===== config.mk =====
export PLATFORM = sky130hd
export DESIGN_NAME = psd_div_cell
export DESIGN_NICKNAME = d
export VERILOG_FILES = /design/src/design/psd_pkg.sv /design/src/design/psd_div_cell.sv
export SDC_FILE = /design/constraint.sdc
export NUM_CORES = 1
export LEC_CHECK = 0
export BUFFER_PORTS_ARGS = -buffer_cell sky130_fd_sc_hd__buf_4
export CAP_MARGIN = 20
export CORE_AREA = 5 5 329 331
export CTS_CLUSTER_DIAMETER = 120
export CTS_CLUSTER_SIZE = 14
export DETAILED_ROUTE_END_ITERATION = 10
export DIE_AREA = 0 0 334 336
export PLACE_DENSITY = 0.43
export SLEW_MARGIN = 20
export SYNTH_ARGS = -nofsm -noshare
export SYNTH_HDL_FRONTEND = slang
export SYNTH_SLANG_ARGS = --single-unit

===== constraint.sdc =====
create_clock -name clk -period 4.09 [get_ports clk]
set_input_delay 0.818 -clock clk [delete_from_list [all_inputs] [get_ports clk]]
set_output_delay 0.818 -clock clk [all_outputs]
set_load 0.03 [all_outputs]

===== src/design/psd_pkg.sv =====
`timescale 1ns / 1ps
`default_nettype none

package psd_pkg;

  localparam int CoordW    = 32;
  localparam int DiffW     = 33;
  localparam int ProdW     = 66;
  localparam int DotW      = 68;
  localparam int DivW      = 67;
  localparam int QuotW     = 33;
  localparam int SqW       = 70;
  localparam int RootW     = 34;
  localparam int DistW     = 33;
  localparam int RegionW   = 2;
  localparam int DivCells  = 33;
  localparam int SqrtCells = 34;

  typedef enum logic [RegionW-1:0] {
    REG_DEGEN    = 2'd0,
    REG_START    = 2'd1,
    REG_END      = 2'd2,
    REG_INTERIOR = 2'd3
  } region_t;

  typedef struct packed {
    region_t                  region;
    logic signed [DiffW-1:0]  dx;
    logic signed [DiffW-1:0]  dy;
    logic signed [CoordW-1:0] sx;
    logic signed [CoordW-1:0] sy;
    logic signed [CoordW-1:0] qx;
    logic signed [CoordW-1:0] qy;
    logic signed [CoordW-1:0] cx;
    logic signed [CoordW-1:0] cy;
  } geo_t;

endpackage

`default_nettype wire


===== src/design/psd_div_cell.sv =====
`timescale 1ns / 1ps
`default_nettype none

module psd_div_cell #(
  parameter bit SHIFT = 1'b1
) (
  input  wire logic                         clk,
  input  wire logic                         rst,
  input  wire logic                         en,
  input  wire logic                         vld_i,
  input  wire logic [psd_pkg::DivW-1:0]     r_i,
  input  wire logic [psd_pkg::DivW-1:0]     d_i,
  input  wire logic [psd_pkg::QuotW-1:0]    q_i,
  input  wire psd_pkg::geo_t                geo_i,
  output logic                              vld_o,
  output logic [psd_pkg::DivW-1:0]          r_o,
  output logic [psd_pkg::DivW-1:0]          d_o,
  output logic [psd_pkg::QuotW-1:0]         q_o,
  output psd_pkg::geo_t                     geo_o
);

  logic [psd_pkg::DivW-1:0] rs;
  logic                     ge;

  assign rs = SHIFT ? {r_i[psd_pkg::DivW-2:0], 1'b0} : r_i;
  assign ge = rs >= d_i;

  always_ff @(posedge clk) begin
    if (rst) begin
      vld_o <= 1'b0;
    end else if (en) begin
      vld_o <= vld_i;
    end
    if (en) begin
      r_o   <= ge ? rs - d_i : rs;
      d_o   <= d_i;
      q_o   <= {q_i[psd_pkg::QuotW-2:0], ge};
      geo_o <= geo_i;
    end
  end

endmodule

`default_nettype wire


# Word-level counts from Yosys, hierarchy flattened
# Index checks and enable logic that the tools add are counted.
# op_classes
addsub,1
magnitude_cmp,1
n_mux,1
# ops
op,count
67-bit greater-or-equal comparator,1
67-bit two-way mux,1
67-bit subtractor,1
# totals
regBits,428
input_bits,431
out_inout_bits,428

# Logic depth before layout (Yosys ltp)
# logic_depth
word_depth,2
mapped_depth,16
ltp_nobuf,12

# Least setup slack after synthesis
# Ideal clock, no wire load.
# synth_timing
path_kind,input to register
from,in d_i[32] in the netlist's numbering
to,reg r_o[40] in the netlist's numbering (data pin)
setup_ns,0.260
t_arrival_ns,3.492
required_ns,3.830
setup_slack_ns,0.338
path_stages,15
cell_sequence,inv_1 ha_1 buf_2 and3_1 nand2_1 or4_1 a211oi_2 nor3_2 o21ai_4 and3_4 nor2_2 inv_2 buf_6 buf_6 mux2_2
# synth_between
elab_chain_len,2
word_cells_on_any_way,3
classes_between,1 x add/sub; 1 x order compare; 1 x mux
# synth_rtl
element,line,rtl
from (decl),psd_div_cell.sv:12,"input wire logic [psd_pkg::DivW-1:0] d_i,"
67-bit subtractor / 67-bit greater-or-equal comparator (equally long branches),"psd_div_cell.sv:35, psd_div_cell.sv:26",
67-bit two-way mux *,psd_div_cell.sv:35,r_o <= ge ? rs - d_i : rs;
to (signal assigned),psd_div_cell.sv:35,
to (decl),psd_div_cell.sv:16,"output logic [psd_pkg::DivW-1:0] r_o,"
# Mark *: on every way between the ends. The rest lies on a longest branch, timed or not.
# A chain may end at the register's enable or synchronous reset.

# Final worst setup path
# layout_timing
from,in d_i[3] in the netlist's numbering
to,reg r_o[54] in the netlist's numbering (data pin)
# The elaborated chain is that of the path after synthesis.

==> summary.txt <==
Critical path
  – Worst EP required: 4430 ps
  – Crit Reg-Reg Endpoint: vld_o
  – CP max-delay cell: ha_1
  – CP most frequent cell: a221oi_2
  – R2R cell count: 2
  – Worst flop-to-flop path startpoint: vld_o
  – Worst setup EP type: flop
  – Crit path largest cell delay: 400 ps
  – Worst Path Max Fanout: 6
  – Worst path arrival time: 3990 ps
  – Startpoint types: input port
  – Critical path class: in -> reg
  – Crit-path cells: buf_4 -> inv_1 -> ha_1 -> and3_1 -> a221o_1 -> a221oi_2 -> nor2_1 -> a31o_1 -> o31a_1 -> a221oi_2 -> xnor2_1 -> mux2_2
  – R2R setup slack: between 3000 and 4000 ps

Route
  – WL final: 96330 microns
  – DR vias/cell: 4.030
  – Antenna Violating Nets Remaining: 0
  – Residual DRC: 0
  – Post-DR wirelength/cell: roughly 26 microns
  – DR iter-0 viols: 1046
  – Routed via count: 14700
  – 1st-pass router iterations: 5

Floorplan
  – DIE AREA: 112200 sq um
  – FP Rows: 119
  – Chip width: ~330 microns
  – Starting Density: 17.44%
  – Core Area: 104800 sq um
  – Chip height: 336 microns
  – Top-Level Pins: 859

Clock tree
  – Clk buf depth: 3
  – CTS resizes: 0
  – Hold buffer count at cts: 0
  – CTS H-tree depth: 2
  – CTS tree: built
  – Clock buffer count from CTS: 39
  – CTS sink cnt: between 400 and 500
  – Root Buffer: clkbuf_16
  – Reg clk slew, reported paths: ~70 ps
  – Worst skew pair latency: slightly below 600 ps
  – Post-CTS Setup Inserts: 0

STA
  – Clock Skew: 0 ps
  – Slew Viols, Final: 0
  – Worst Max-Slew Pin Slew: approximately 1000 ps
  – Final setup margin: 447.4 ps
  – Worst slew margin: 30.00%
  – Setup violations, final: 0
  – Final Hold Fails: 0
  – Period utilisation layout: 89.06%
  – F_max: 274.5 MHz
  – Setup tns final: 0 ps
  – Crit path time final: 3643 ps
  – RSZ-0062 raised after global routing: false

Pwr
  – Max VDD drop: 0.2997 mV
  – Sw Share: 31.58%
  – Combinational power share: 26.5%
  – Sequential share of power: between 40 and 50%
  – Net Sw Power: 0.003846 W
  – Pwr/cell area: 425.9 nW/um^2
  – Clock power frac: a little under 30%
  – Leak: 12.08 nW
  – Internal power: 0.008334 W

Yosys
  – Syn Nets: 1731
  – Synth cell count leaders: edfxtp_1, a21oi_1, inv_1
  – Largest area contributor in the netlist: edfxtp_1
  – Yosys reg bits: between 400 and 500
  – Cell Area, Synth: 18280 sq um
  – Synth warn: 0
  – Syn_area_per_cell: approximately 15 sq um
  – Syn Inst Count: 1232
  – Cell variety after synth: 71
  – Sequential share of the synthesized area: 70.25%
  – Post-synth EDFFs: between 400 and 500
  – Top-count cell post-synth: edfxtp_1
  – Synth top area cells: edfxtp_1, ha_1, a21oi_1
  – Main synth FF type: edfxtp_1
  – Yosys top cell area share: 70.14%
  – Post-synth ARST share: 0%

Place
  – Post-DP HPWL: 81340 microns
  – Dpl ws: -200.6 ps
  – DP Area: 27470 sq um
  – Gp weighted congestion: 0.8789
  – Port bufs: 856

Finish
  – # fillers: 10950
  – Area growth syn-to-layout: 56.42%
  – Layout cells sized above 1: 48.75%
  – Final Cell Area: 28600 sq um
  – Total Nets Final: about 2700

Worst hold path
  – Hold Path Cell Cnt: 2
  – HP Class: in -> reg
  – Hold wc startpoint: rst
  – WHS Endpoint: vld_o

Status
  – Status: finished clean

Global route
  – GRT overflow: 0
  – Gr usage total: 16.14%
  – First-pass GRT wire length: between 100000 and 150000 microns
  – Initial antenna violation count: 34
  – Largest net degree at the start of global routing: 96
  – Vias in the first global route: 15510

Flow run
  – Number of max-cap violations: 0
==> power by group through the flow <==
stage / combinational, W / clock (W) / sequential [W]
global route: 0.00341 / 0.00387 / 0.00545
floorplan: 0.000743 / 0 / 0.00629
detailed placement: 0.00327 / 0 / 0.00551
finish: 0.00322 / 0.00354 / 0.00542
CTS: 0.00329 / 0.00373 / 0.00542
global placement: 0.00328 / 0 / 0.00551
==> metrics by stage <==
stage	power [W]	util, %	cells	hold slack [ps]
after detailed placement	0.008782	26.20	3584	504.3
after CTS	0.01244	27.26	3637	315.2
after global placement	0.008785	26.20	3584	482.9
after floorplan	0.007030	-	1232	629.9
final	0.01218	27.28	3647	384.5
after global routing	0.01273	27.26	3639	346.0
==> state kept, by name, summed over array words and instances, names as in the netlist <==
register	cells
geo_o	260
d_o	67
r_o	67
q_o	33
vld_o	1
==> layout make-up <==
class / instances / area (sq um) / area share, %
well taps: 1391 / 1740 / 6.086
clock inverters: 9 / 90.09 / 0.3150
clock buffers: 44 / 1016 / 3.553
repair buffers: 1011 / 7697 / 26.92
multi-input cells: 674 / 4885 / 17.08
diodes: 10 / 25.02 / 0.08751
flip-flops and latches: 428 / 12840 / 44.91
inverters: 80 / 300.3 / 1.050
==> cell usage in the layout, fill, tap and decap left out, drive strengths merged, types with 4 or more instances in the layout <==
cell    instances
buf          1011
o21a            6
nand3          13
a221oi          7
o21ai          44
nor2           43
xnor2          41
and3            9
or3             4
diode          10
a211oi          7
o21bai         14
a21o           44
nand4          30
and4            5
nor2b           5
nand2b          6
clkinv          4
and2            6
o31ai           6
inv            84
nor4            9
nand2          64
a21oi          86
clkbuf         44
edfxtp        427
ha             67
nor3           24
mux2           54
xor2           20
o211ai         11
a31oi           9
==> cell families (layout without fill, tap and decap cells) <==
group | after synthesis | in the layout | synth area share, %
xor gates and xnor gates | 61 | 61 | 2.922
AOI/OAI and AO/OA | 260 | 260 | 9.315
muxes | 56 | 56 | 3.436
other | 0 | 10 | 0
buffers and inverters | 130 | 1144 | 3.032
adders and majority gates | 68 | 68 | 4.695
and+or+nand+nor | 229 | 229 | 6.351
DFF | 428 | 428 | 70.25
==> layer usage <==
metal | track usage [%] | routed length, microns | vias up | part of all wire, %
li1 | - | - | 6700 | -
met1 | 17.35 | 34870 | 7238 | 36
met2 | 29.03 | 48990 | 601 | 51
met3 | 6.005 | 8559 | 134 | 8.9
met4 | 5.972 | 3761 | 26 | 3.9
met5 | 0 | 151 | - | 0.16
==> worst max path at each step <==
stage	slack [ps]	end	from	depth (start not counted)
after floorplan	340	r_o[40]	d_i[32]	15
after global placement	-200	r_o[54]	d_i[1]	12
after detailed placement	-200	r_o[54]	d_i[3]	12
after CTS	460	r_o[54]	d_i[3]	12
after global routing	350	r_o[27]	d_i[27]	14
final	450	r_o[54]	d_i[3]	12
==> critical path: cells and delay by family <==
| kind | cells | cell delay (ps) |
|---|---|---|
| adder cells (fa/ha/maj) | 1 | 400 |
| AO/OA/AOI/OAI | 5 | 1800 |
| XOR/XNOR | 1 | 110 |
| AND/OR/NAND/NOR | 2 | 370 |
| multiplexers | 1 | 260 |
| buffers and inverters | 2 | 210 |
No activity file was read; power rests on OpenSTA's default activity.
