$ cat config.mk
export PLATFORM = sky130hd
export DESIGN_NAME = psd_sqrt_cell
export DESIGN_NICKNAME = d
export VERILOG_FILES = /design/src/design/psd_pkg.sv /design/src/design/psd_sqrt_cell.sv
export SDC_FILE = /design/constraint.sdc
export NUM_CORES = 1
export LEC_CHECK = 0
export BUFFER_PORTS_ARGS = -buffer_cell sky130_fd_sc_hd__buf_4
export CAP_MARGIN = 20
export CORE_MARGIN = 2
export CORE_UTILIZATION = 50
export DETAILED_ROUTE_END_ITERATION = 8
export GPL_TIMING_DRIVEN = 0
export PLACE_DENSITY = 0.79
export SYNTH_ARGS = -nofsm -noshare
export SYNTH_HDL_FRONTEND = slang
export SYNTH_SLANG_ARGS = --single-unit
$ cat constraint.sdc
create_clock -name clk -period 9 [get_ports clk]
set_clock_uncertainty 0.2 [all_clocks]
set_input_delay 1.8 -clock clk [delete_from_list [all_inputs] [get_ports clk]]
set_output_delay 1.8 -clock clk [all_outputs]
set_load 0.05 [all_outputs]
$ cat src/design/psd_pkg.sv
`timescale 1ns / 1ps
`default_nettype none

package psd_pkg;

  localparam int CoordW    = 32;
  localparam int DiffW     = 33;
  localparam int ProdW     = 66;
  localparam int DotW      = 68;
  localparam int DivW      = 67;
  localparam int QuotW     = 33;
  localparam int SqW       = 70;
  localparam int RootW     = 34;
  localparam int DistW     = 33;
  localparam int RegionW   = 2;
  localparam int DivCells  = 33;
  localparam int SqrtCells = 34;

  typedef enum logic [RegionW-1:0] {
    REG_DEGEN    = 2'd0,
    REG_START    = 2'd1,
    REG_END      = 2'd2,
    REG_INTERIOR = 2'd3
  } region_t;

  typedef struct packed {
    region_t                  region;
    logic signed [DiffW-1:0]  dx;
    logic signed [DiffW-1:0]  dy;
    logic signed [CoordW-1:0] sx;
    logic signed [CoordW-1:0] sy;
    logic signed [CoordW-1:0] qx;
    logic signed [CoordW-1:0] qy;
    logic signed [CoordW-1:0] cx;
    logic signed [CoordW-1:0] cy;
  } geo_t;

endpackage

`default_nettype wire

$ cat src/design/psd_sqrt_cell.sv
`timescale 1ns / 1ps
`default_nettype none

module psd_sqrt_cell #(
  parameter int B = 0
) (
  input  wire logic                         clk,
  input  wire logic                         rst,
  input  wire logic                         en,
  input  wire logic                         vld_i,
  input  wire logic [psd_pkg::SqW-1:0]      rem_i,
  input  wire logic [psd_pkg::RootW-1:0]    root_i,
  input  wire psd_pkg::region_t             region_i,
  output logic                              vld_o,
  output logic [psd_pkg::SqW-1:0]           rem_o,
  output logic [psd_pkg::RootW-1:0]         root_o,
  output psd_pkg::region_t                  region_o
);

  logic [psd_pkg::SqW-1:0] trial;
  logic                    ge;

  assign trial = (psd_pkg::SqW'(root_i) << (B + 1)) + (psd_pkg::SqW'(1) << (2 * B));
  assign ge    = rem_i >= trial;

  always_ff @(posedge clk) begin
    if (rst) begin
      vld_o <= 1'b0;
    end else if (en) begin
      vld_o <= vld_i;
    end
    if (en) begin
      rem_o    <= ge ? rem_i - trial : rem_i;
      root_o   <= ge ? (root_i | (psd_pkg::RootW'(1) << B)) : root_i;
      region_o <= region_i;
    end
  end

endmodule

`default_nettype wire

# == After elaboration in Yosys (flattened, before gate mapping) ==
# Cells that the tools add are included.
# word_totals
reg_bits,107
inputBits,110
# classes
add_sub_neg,2
magnitude_cmp,1
muxes,1
# ops
cell,count
>= comparator 70 x 36 -> 1 bit,1
2-to-1 mux 70 bit,1
subtractor 70 x 36 -> 70 bit,1
"adder 35 x 1 -> 36 bit, second input constant",1

# == Logic depth before layout (Yosys ltp) ==
# depth
depth_word,3
depth_mapped,13
ltp_nobuf,11

# == Worst setup path after synthesis ==
# No wires, ideal clock.
# synth_timing
kind,input-to-reg
from,in rem_i[54] (netlist name)
to,"reg rem_o[23] (netlist name), data pin"
arrival_ns,4.258
required_ns,8.540
slack_ns,4.282
cell_stages,8
path_buffers,1
cell_sequence,or4_1 -> or4_4 -> or4b_1 -> a211oi_1 -> and3_1 -> nand2_1 -> buf_4 -> mux2_4
# synth_between
elab_chain_len,2
# synth_lines
element,line_no,source
start: declaration,psd_sqrt_cell.sv:11,"input wire logic [psd_pkg::SqW-1:0] rem_i,"
>= comparator 70 x 36 -> 1 bit,psd_sqrt_cell.sv:24,assign ge = rem_i >= trial;
2-to-1 mux 70 bit,psd_sqrt_cell.sv:33,rem_o <= ge ? rem_i - trial : rem_i;
end signal: assignment,psd_sqrt_cell.sv:33,
end: declaration,psd_sqrt_cell.sv:15,"output logic [psd_pkg::SqW-1:0] rem_o,"
# Every way passes these cells.
# A chain may end at the register's enable or synchronous reset.

# == Worst setup path in the final report ==
# layout_timing
from,in root_i[0] (netlist name)
to,"reg rem_o[53] (netlist name), data pin"
# layout_between
elab_chain_len,3
# layout_lines
element,line_no,source
start: declaration,psd_sqrt_cell.sv:12,"input wire logic [psd_pkg::RootW-1:0] root_i,"
adder 35 x 1 -> 36 bit (*),psd_sqrt_cell.sv:23,assign trial = (psd_pkg::SqW'(root_i) << (B + 1)) + (psd_pkg::SqW'(1) << (2 * B));
subtractor 70 x 36 -> 70 bit / >= comparator 70 x 36 -> 1 bit (equally long branches),"psd_sqrt_cell.sv:33, psd_sqrt_cell.sv:24",
2-to-1 mux 70 bit (*),psd_sqrt_cell.sv:33,
# Every way passes the cells marked *; elsewhere a longest branch is shown, timed or not.

==> implementation parameters <==
Parameter                              Value

Drt
  Residual DRC    0
  Total via count after detailed routing    slightly above 6000
  Number of violations reported at the end of detailed-routing iteration 0    551
  Detailed Route WL    slightly below 20000 um
  Detailed-router iteration count before antenna repair    6
  Routed wire per std cell    17.7 um
  Residual antenna-violating net count after detailed routing    0
  Number of vias per cell    approximately 5.7

Yosys
  Synth warnings    0
  Async set or reset register ratio after synthesis    0%
  Post-synthesis instance area    0.00675 sq mm
  Mapped Cells    about 700
  Syn Area/Cell    9.92 sq um
  Leading post-synthesis cells by cell area    sky130_fd_sc_hd__edfxtp_1 47%, sky130_fd_sc_hd__ha_1 6.5%, sky130_fd_sc_hd__xnor2_1 5.1%
  Area fraction of the dominant cell type after synthesis    a little under half
  Synth Register Bits    107
  Sequential-to-total area share from yosys stat    between 40% and 50%
  Cell type contributing the most total cell area after synthesis    sky130_fd_sc_hd__edfxtp_1
  Post-synth net total    between 800 and 900
  Number of library cell types mapped by synthesis    between 50 and 60
  Flip-flop cell with the highest count after synthesis    sky130_fd_sc_hd__edfxtp_1
  Number of enable-type register cells in the synthesized netlist    around 110

GRT
  Met1 track demand over resource    34.7%
  Met2 usage in global routing    between 40% and 50%
  Global-route track usage on met3    6.32%
  Global-route wire length before repair    between 20000 and 30000 um
  Global route hottest layer    met2
  Number of antenna violations at the first check in global routing    0
  Combined global-route utilization of all metal layers    a little over a quarter
  Largest net degree at the start of global routing    69
  Grt ovf    0
  Via count of the first global-routing pass    a little under 6000

Cells and area
  Highest-count cells in the layout ignoring fill and taps    216 x sky130_fd_sc_hd__buf_4, 106 x sky130_fd_sc_hd__edfxtp_1, 64 x sky130_fd_sc_hd__a21oi_1, 59 x sky130_fd_sc_hd__nor2_1, 59 x sky130_fd_sc_hd__nand2_1
  Commonest non-fill, non-tap cell in the layout    sky130_fd_sc_hd__buf_4
  Number of inserted diodes    0
  Fraction of the core area covered by cells at the end of the flow    approximately two thirds
  FF+latch area    around 0.0032 sq mm
  Area of the multi-input gates    between 0.003 and 0.004 sq mm
  Share of cells above drive strength 1    27.4%
  Layout fillers    about 1100
  Layout net count    1053
  Area Overhead vs Synth    32.8%

Clocking
  Sinks on the clock net    between 100 and 150
  Inserted Clock Buffers    9
  Post-CTS sizing    0
  H-Tree Depth    3
  Buffers from clock root to sink, at most    2
  Post-CTS Hold Buffers    0
  TritonCTS clock tree    yes
  Worst-Skew Late Latency    350 ps
  Clk Tree Root Cell    sky130_fd_sc_hd__clkbuf_16
  Clock transition at path regs    roughly 70 ps
  Post-CTS Setup Bufs    0

STA
  Final setup viols    0
  Measured slew at the worst slew-check pin    1180 ps
  Unrepaired setup endpoints after global routing    no
  Final hold violations    0
  Max Freq    around 180 MHz
  Setup TNS    0 ps
  Number of slew-limit violations in the final report    0
  Ratio of final minimum period to clock period    between 60% and 70%
  Worst Hold Slack    ~300 ps
  Max-slew headroom at the worst pin    about a fifth
  Minimum clock period    roughly 5500 ps

Die
  DIE HEIGHT    120 um
  Std-Cell Core Area    between 0.01 and 0.015 sq mm
  Initial standard-cell utilization of the core    roughly half
  Std cell rows    42
  Num ports    217
  Floorplan die width    between 100 and 150 um
  Die Outline Area    between 0.01 and 0.015 sq mm

Pwr
  Cell leakage power    about 0.0037 uW
  Pwr Density    around 180 mW/mm^2
  Worst voltage drop across the vdd grid    ~0.094 mV

Worst setup path
  Cells along the critical path    buf_4 -> inv_1 -> ha_1 -> a211oi_1 -> o21ai_0 -> a2111oi_1 -> o21ai_0 -> a21oi_1 -> o21ai_0 -> nor3_1 -> xor2_1
  Critical path capture point type    flop
  Required time at the endpoint of the critical path    ~8900 ps
  Delay contributed by the slowest stage of the critical path    slightly above 900 ps
  Critical path's slowest cell    sky130_fd_sc_hd__a2111oi_1
  Signal arrival time at the worst endpoint    approximately 5400 ps
  Depth of the worst register-to-register path    2
  Reg2reg start    vld_o$_SDFFE_PP0P_
  Crit start category    input port
  CP Class    in2reg
  Reg2Reg Setup Slack    8220 ps
  Crit-path most repeated cell    sky130_fd_sc_hd__o21ai_0
  Crit Reg-Reg Endpoint    vld_o$_SDFFE_PP0P_
  Critical-path maximum fanout    3

Min path
  Worst min-delay path class    reg2reg
  Worst hold path depth    2
  End point of the worst hold path    vld_o$_SDFFE_PP0P_
  HP Start    vld_o$_SDFFE_PP0P_

Place
  Port bufs    ~210
  Total half-perimeter wirelength after legalization and detailed placement    14800 um
  Placer Congestion    0.966

Job
  Number of max-cap violations    0

Status
  Outcome    completed
worst max-delay path: cells and delay by family:
| family | cells | cell delay, ps |
|---|---|---|
| adders and majority gates | 1 | 310 |
| and+or+nand+nor | 1 | 370 |
| xor gates and xnor gates | 1 | 120 |
| buffers and inverters | 2 | 160 |
| AOI/OAI and AO/OA | 6 | 2660 |
power breakdown:
part	switching, uW	internal, uW	total (uW)
sequential	15.1	614	629
combinational	355	177	532
clock	184	301	485
per-stage QoR:
step                      area (sq um)  worst slack (ps)  std cells  power, uW
final                             8970              3460       1088       1650
after global routing              8970              3260       1088       1710
after CTS                         8970              3570       1087       1650
after detailed placement          8600              3240       1071       1170
after global placement            8570              3270       1070       1160
after floorplan                   6750              4280        681        988
worst max path at each step:
| stage | from | end | cells after the start |
|---|---|---|---|
| 2_1_floorplan | rem_i[54] | rem_o[23]$_DFFE_PP_ | 8 |
| 3_3_place_gp | root_i[0] | rem_o[45]$_DFFE_PP_ | 11 |
| 3_5_place_dp | root_i[0] | rem_o[53]$_DFFE_PP_ | 11 |
| 5_1_grt | root_i[0] | rem_o[53]$_DFFE_PP_ | 11 |
| 6_report | root_i[0] | rem_o[53]$_DFFE_PP_ | 11 |
| 4_1_cts | root_i[0] | rem_o[53]$_DFFE_PP_ | 11 |
registers in the layout, indices dropped and copies added, names as in the netlist:
signal	cells
root_o	34
region_o	2
vld_o	1
rem_o	70
synthesized netlist by cell type, types with 6 or more instances:
library cell and instances:
sky130_fd_sc_hd__a21oi_1 64, sky130_fd_sc_hd__edfxtp_1 106, sky130_fd_sc_hd__clkbuf_1 16, sky130_fd_sc_hd__nand4_1 20
sky130_fd_sc_hd__o21ai_1 9, sky130_fd_sc_hd__nand3_1 27, sky130_fd_sc_hd__nor4_1 11, sky130_fd_sc_hd__o21ai_0 24
sky130_fd_sc_hd__a21o_1 11, sky130_fd_sc_hd__inv_1 41, sky130_fd_sc_hd__nor3_1 22, sky130_fd_sc_hd__nand2_1 59
sky130_fd_sc_hd__a211oi_1 8, sky130_fd_sc_hd__or3_1 9, sky130_fd_sc_hd__nand2b_1 6, sky130_fd_sc_hd__o21a_1 6
sky130_fd_sc_hd__nor2_1 59, sky130_fd_sc_hd__xnor2_1 39, sky130_fd_sc_hd__xor2_1 28, sky130_fd_sc_hd__ha_1 35
kinds of logic (layout without fill, tap and decap cells):
| group | Yosys count | count (layout) | synth area share (%) |
|---|---|---|---|
| AND/OR/NAND/NOR | 250 | 250 | 18.7 |
| AO/OA/AOI/OAI | 152 | 152 | 13.6 |
| flip-flops | 107 | 107 | 47.4 |
| XOR/XNOR | 67 | 67 | 8.69 |
| buffers and inverters | 67 | 298 | 4.48 |
| adder cells (fa/ha/maj) | 36 | 36 | 6.78 |
| multiplexers | 2 | 2 | 0.370 |
cell type report:
cell class / instances / share of cell area, %
Timing Repair Buffer: 215 / 18.2
Clock inverter: 6 / 1.52
Buffer: 26 / 1.66
Clock buffer: 10 / 2.55
Sequential cell: 107 / 35.7
Inverter: 41 / 1.72
Multi-Input combinational cell: 507 / 36.2
Tap cell: 176 / 2.45
per-layer routing:
layer / wire length, um / share of wire [%]
met1: 7930 / 41
met4: 394 / 2.0
met2: 9130 / 47
met5: 0 / 0
met3: 1840 / 9.5
(Power assumes the default switching activity.)
